### config.mk
export PLATFORM = sky130hd
export DESIGN_NAME = pvsr_rect_cell
export DESIGN_NICKNAME = d
export VERILOG_FILES = /design/src/rtl/pvsr_pkg.sv /design/src/rtl/pvsr_rect_cell.sv
export SDC_FILE = /design/constraint.sdc
export NUM_CORES = 1
export LEC_CHECK = 0
export ABC_AREA = 0
export BUFFER_PORTS_ARGS = -buffer_cell sky130_fd_sc_hd__buf_2
export CAP_MARGIN = 20
export CELL_PAD_IN_SITES_DETAIL_PLACEMENT = 0
export CELL_PAD_IN_SITES_GLOBAL_PLACEMENT = 1
export CORE_MARGIN = 2
export CORE_UTILIZATION = 39
export DETAILED_ROUTE_END_ITERATION = 16
export PLACE_DENSITY_LB_ADDON = 0.1
export SLEW_MARGIN = 20
export SYNTH_ARGS = -nofsm -noshare
export SYNTH_HDL_FRONTEND = slang
export SYNTH_SLANG_ARGS = --single-unit
### constraint.sdc
create_clock -name clk -period 5.13 [get_ports clk]
set_clock_uncertainty 0.2 [all_clocks]
set_input_delay 0.2565 -clock clk [delete_from_list [all_inputs] [get_ports clk]]
set_output_delay 0.2565 -clock clk [all_outputs]
set_load 0.02 [all_outputs]
### src/rtl/pvsr_pkg.sv
// ----------------------------------------------------------------------------
// Hit test package
// Sizes, codes, entry and request token types, compare helpers.
// ----------------------------------------------------------------------------
package pvsr_pkg;

	localparam int MAX_SEGMENTS   = 64;
	localparam int MAX_RECTANGLES = 32;
	localparam int COORD_W        = 11;
	localparam int IDX_W          = 6;
	localparam int SEG_CNT_W      = 7;
	localparam int RECT_CNT_W     = 6;
	localparam int CFG_W          = 7;
	localparam int SEG_REM_W      = $clog2(MAX_SEGMENTS + 1);
	localparam int RECT_REM_W     = $clog2(MAX_RECTANGLES + 1);
	localparam int PROD_W         = 2 * COORD_W + 5;
	localparam int EXT_W          = COORD_W + 2;
	localparam int TOP_BAND       = 3;
	localparam int BOTTOM_BAND    = 10;

	typedef enum logic [1:0] {
		OP_LOAD_SEG  = 2'd0,
		OP_LOAD_RECT = 2'd1,
		OP_QUERY     = 2'd2,
		OP_NONE      = 2'd3
	} opcode_t;

	typedef enum logic {
		REG_SEG_COUNT  = 1'b0,
		REG_RECT_COUNT = 1'b1
	} cfg_reg_t;

	typedef logic signed [COORD_W-1:0] coord_t;
	typedef logic signed [EXT_W-1:0]   ext_t;
	typedef logic signed [PROD_W-1:0]  wide_t;

	typedef struct packed {
		coord_t ax;
		coord_t ay;
		coord_t bx;
		coord_t by;
	} entry_t;

	typedef struct packed {
		logic                 valid;
		coord_t               px;
		coord_t               py;
		logic [SEG_REM_W-1:0] remaining;
		logic                 hit;
	} seg_tok_t;

	typedef struct packed {
		logic                  valid;
		coord_t                px;
		coord_t                py;
		logic [RECT_REM_W-1:0] remaining;
		logic                  rect;
		logic                  top;
		logic                  bot;
		logic                  found;
		coord_t                center;
	} rect_tok_t;

	function automatic logic in_range(ext_t v, ext_t a, ext_t b);
		logic lo_ok;
		logic hi_ok;
		lo_ok = (a < b) ? (v >= a) : (v >= b);
		hi_ok = (a < b) ? (v <= b) : (v <= a);
		return lo_ok && hi_ok;
	endfunction

	// trunc(n / d) == y for d > 0
	function automatic logic trunc_eq(wide_t y, wide_t yd, wide_t n, wide_t d);
		logic r;
		if (y > 0) begin
			r = (n >= yd) && (n < yd + d);
		end else if (y < 0) begin
			r = (n > yd - d) && (n <= yd);
		end else begin
			r = (n > -d) && (n < d);
		end
		return r;
	endfunction

endpackage

### src/rtl/pvsr_rect_cell.sv
// ----------------------------------------------------------------------------
// Rectangle cell
// Holds one ladder rectangle and tests body, top band and bottom band.
// ----------------------------------------------------------------------------
module pvsr_rect_cell (
	input  logic                clk,
	input  logic                arst_n,
	input  logic                load_en,
	input  pvsr_pkg::entry_t    load_entry,
	input  pvsr_pkg::rect_tok_t tok_in,
	output pvsr_pkg::rect_tok_t tok_out
);
	import pvsr_pkg::*;

	entry_t    ent_q;

	logic                  valid_q;
	coord_t                px_q;
	coord_t                py_q;
	logic [RECT_REM_W-1:0] rem_q;
	logic                  rect_q;
	logic                  top_q;
	logic                  bot_q;
	logic                  found_q;
	coord_t                center_q;

	ext_t px;
	ext_t py;
	ext_t ylo;
	ext_t yhi;
	ext_t sum;
	ext_t half;
	logic x_in;
	logic body;
	logic top;
	logic bot;
	logic active;

	always_comb begin
		px     = ext_t'(tok_in.px);
		py     = ext_t'(tok_in.py);
		ylo    = (ent_q.ay < ent_q.by) ? ext_t'(ent_q.ay) : ext_t'(ent_q.by);
		yhi    = (ent_q.ay < ent_q.by) ? ext_t'(ent_q.by) : ext_t'(ent_q.ay);
		sum    = ext_t'(ent_q.ax) + ext_t'(ent_q.bx);
		half   = (sum + ext_t'(sum[EXT_W-1])) >>> 1;
		x_in   = in_range(px, ext_t'(ent_q.ax), ext_t'(ent_q.bx));
		body   = x_in && (py >= ylo) && (py <= yhi);
		top    = x_in && (py >= ylo) && (py <= ylo + ext_t'(TOP_BAND));
		bot    = x_in && (py >= yhi - ext_t'(BOTTOM_BAND)) && (py <= yhi);
		active = (tok_in.remaining != '0);
	end

	always_ff @(posedge clk) begin
		if (load_en) begin
			ent_q <= load_entry;
		end
	end

	always_ff @(posedge clk or negedge arst_n) begin
		if (!arst_n) begin
			valid_q <= 1'b0;
		end else begin
			valid_q <= tok_in.valid;
		end
	end

	always_ff @(posedge clk) begin
		px_q     <= tok_in.px;
		py_q     <= tok_in.py;
		rem_q    <= active ? tok_in.remaining - 1'b1 : tok_in.remaining;
		rect_q   <= tok_in.rect | (active & body);
		top_q    <= tok_in.top | (active & top);
		bot_q    <= tok_in.bot | (active & bot);
		found_q  <= tok_in.found | (active & body);
		center_q <= (active && body && !tok_in.found) ? half[COORD_W-1:0]
		                                               : tok_in.center;
	end

	assign tok_out = '{valid: valid_q, px: px_q, py: py_q, remaining: rem_q,
	                   rect: rect_q, top: top_q, bot: bot_q, found: found_q,
	                   center: center_q};

endmodule

==> metrics.md <==
| Metric | Value |
|---|---|
| Outcome | `finished, final reports clean` |
| Share of cells above drive strength 1 | `about a fifth` |
| CP max-delay cell | `a2111o_1` |
| CTS Buf Count | `9` |
| HPWL after DPL | `about 13,000 um` |
| Worst EP arrival | `4.90 ns` |
| Register area share after synthesis | `~34%` |
| PortBufs | `between 100 and 150` |
| Synthesized area | `6460 um2` |
| Final-report hold violation count | `0` |
| All-Layer GR Usage | `19.6%` |
| Max-cap violation count | `0` |
| Most used DFF post-synth | `edfxtp_1` |
| Fmax | `0.206 GHz` |
| Num ports | `135` |
| WS Path Type | `flop to flop` |
| Synth top cells by count | `ha_1 (112), inv_1 (60), nor2_1 (52), edfxtp_1 (44), dfxtp_1 (43)` |
| Cell Pwr Density | `319 nW/um2` |
| #FFs+latches synth | `88` |
| Core ar. | `16,400 um2` |
| Clock Tree Root | `clkbuf_16` |
| Final #Nets | `1,095` |
| Top-count cell post-synth | `ha_1` |
| DRC | `0` |
| Synth Area in Simple Gates | `15.3%` |
| Xor and xnor area share after synthesis | `4.88%` |
| Max-slew violation count | `0` |
| Die footprint | `17,600 um2` |
| Largest family of logic cells by synthesized area | `adder cells` |
| Routability congestion estimate from global placement | `~0.91` |
| Worst skew pair latency | `about 0.35 ns` |
| Remaining antenna violation count after routing | `0` |
| CTS tree | `yes` |
| DRT iter0 DRCs | `170` |
| Final worst-path cycle share | `94.8%` |
| Synth top area share | `21.7%` |
| Drt wl/cell | `14.9 um` |
| Initial core utilization | `slightly below 40%` |
| Vias | `5,538` |
| First-pass GRT wire length | `27,400 um` |
| EDFF count, synth | `44` |
| Chip Width | `133 um` |
| Min Tclk post-route | `4.86 ns` |
| RSZ-0062 raised after global routing | `no` |
| Slew headroom | `35.1%` |
| Mux cell area share after synthesis | `4.88%` |
| Element type at the critical path end | `flop` |
| Leak | `about 4 nW` |
| Overall routed net length | `~17,000 um` |
| Fin Setup TNS | `0 ns` |
| # H-tree levels | `3` |
| Post-synth cell types | `65` |
| Critical path cell sequence | `inv_1 -> ha_1 -> a21o_1 -> a221oi_2 -> nand3_1 -> o31ai_4 -> buf_12 -> mux2i_1 -> ha_1 -> o21a_1 -> o21bai_1 -> nor3_1 -> a2111o_1 -> and4b_4 -> o311ai_4 -> buf_6 -> mux2_1` |
| Max incr delay on CP | `0.45 ns` |
| WP data required | `5.17 ns` |
| Clock Path Buffers | `2` |
| Synthesis-to-layout area growth | `33.0%` |
| Die Y | `133 um` |
| Post-synthesis cell count | `662` |
| Drt pass-1 iters | `4` |
| Tightest Pin Transition | `slightly below 1 ns` |
| Synth async-reset ratio | `1.14%` |
| TritonCTS Sinks | `88` |
| Crit-path leading delay family | `compound AO/OA/AOI/OAI gates` |
| Final setup violation count | `0` |
| Pin count of the biggest net entering global routing | `45` |
| Complex-gate fraction of the synthesized area | `13.6%` |
| Critical path buffers and inverters | `3` |
| HP Class | `input port to flop` |
| Net Count, Synth | `867` |
| Yosys warns | `0` |
| Ranking of synthesized cells by area | `ha_1 (22%), edfxtp_1 (20%), dfxtp_1 (13%)` |
| N_diodes | `0` |
| GRT overflow | `0` |
| Final core occ | `52.4%` |
| Final Total Pwr | `0.00274 W` |
| Synth Area in Adders | `22.3%` |
| Area leader, netlist | `ha_1` |
| Avg Inst Size Synth | `9.76 um2` |
| Reg clk slew, reported paths | `about 0.06 ns` |
| Via density | `4.97` |
| Critical Path Start Type | `flop` |
| VDD IR-drop max | `0.000171 V` |
| Initial antenna violation count | `0` |
| Vias in the first global route | `5,593` |
| Critical-path maximum fanout | `36` |
| Num rows | `47` |
| CP most frequent cell | `ha_1` |
## area by class of cell
class / instances / area (um2)
Inverter: 60 / 225
Fill cell: 1468 / 7810
Clock buffer: 9 / 225
Multi-Input combinational cell: 501 / 3950
Sequential cell: 88 / 2210
Clock inverter: 7 / 77.6
Tap cell: 220 / 275
Timing Repair Buffer: 230 / 1630
## final timing paths
path,startpoint,endpoint,slack [ns],cells after the start
setup / recovery,ent_q[6],center_q[1],0.27,17
hold / removal,tok_in[17],rem_q[2],0.03,3
setup reg to reg,ent_q[6],center_q[1],0.27,17
hold reg to reg,ent_q[11],center_q[0],0.89,4
max in group asynchronous,arst_n,valid_q,4.07,3
min in group asynchronous,arst_n,valid_q,0.55,3
## worst reg2reg max path: cells and delay by family (launching register included)
family / cells / cell delay (ns)
compound gates: 7 / 1.90
buf+inv: 3 / 0.55
mux: 2 / 0.65
flops: 1 / 0.39
fa+ha+maj: 2 / 0.61
simple gates: 3 / 0.45
## repair_timing
| item | 4_1_cts | 5_1_grt |
|---|---|---|
| hold buffers | 89 | 0 |
| hold endpoints to repair | 88 | 0 |
| gates resized for setup | 0 | 4 |
| setup endpoints to repair | 0 | 12 |
| buffers inserted | 0 | 1 |
## power breakdown
part / internal, W / total [W] / switching (W)
clock: 0.000381 / 0.000669 / 0.000287
sequential: 0.000801 / 0.000836 / 0.0000346
combinational: 0.000555 / 0.00124 / 0.000681
## flip-flops by register name, summed over array words and instances (netlist names)
| register | flops |
|---|---|
| ent_q | 44 |
| px_q | 11 |
| py_q | 11 |
| top_q | 1 |
| rect_q | 1 |
| valid_q | 1 |
| center_q | 11 |
| rem_q | 6 |
| bot_q | 1 |
| found_q | 1 |
## per-stage QoR
step	worst slack (ns)	hold WS [ns]	area (um2)	cells
6_report	0.269	0.0288	8590	1115
5_1_grt	0.0247	0.0681	8590	1115
4_1_cts	0.0423	0.00951	8570	1114
3_5_place_dp	0.0722	-0.167	7370	1009
3_3_place_gp	0.250	-0.169	7370	1009
2_1_floorplan	0.185	-0.239	6460	662
## placed cells by master (no fill, tap or decap), types with 4 or more instances in the layout
cell type / n
a211oi_1: 4
a21o_1: 8
a21oi_1: 37
a31oi_1: 4
and3_1: 6
buf_2: 134
buf_4: 5
clkbuf_16: 9
dfxtp_1: 43
dlygate4sd3_1: 89
edfxtp_1: 44
ha_1: 112
inv_1: 60
mux2_4: 8
mux2i_1: 14
nand2_1: 40
nand2b_1: 9
nand3_1: 18
nand4_1: 9
nor2_1: 52
nor2b_1: 11
nor3_1: 19
o211ai_1: 6
o21a_1: 11
o21ai_0: 25
o21bai_1: 5
o31ai_1: 4
or3_1: 4
xnor2_1: 21
xor2_1: 15
## routing by layer
layer	GRT usage (%)	vias up	share of wire [%]
met4	7.05	0	1.7
met1	26.9	2542	49
met5	0	-	0
met2	31.8	129	45
li1	-	2850	-
met3	2.61	17	4.3
## cells by family (layout without fill, tap and decap cells)
group	count (synthesis)	count (layout)
xor gates and xnor gates	36	36
AOI/OAI and AO/OA	129	129
buffers and inverters	73	306
muxes	27	27
DFF	88	88
adders and majority gates	114	114
and+or+nand+nor	195	195
Note: power is estimated with default switching activity, not from simulation.
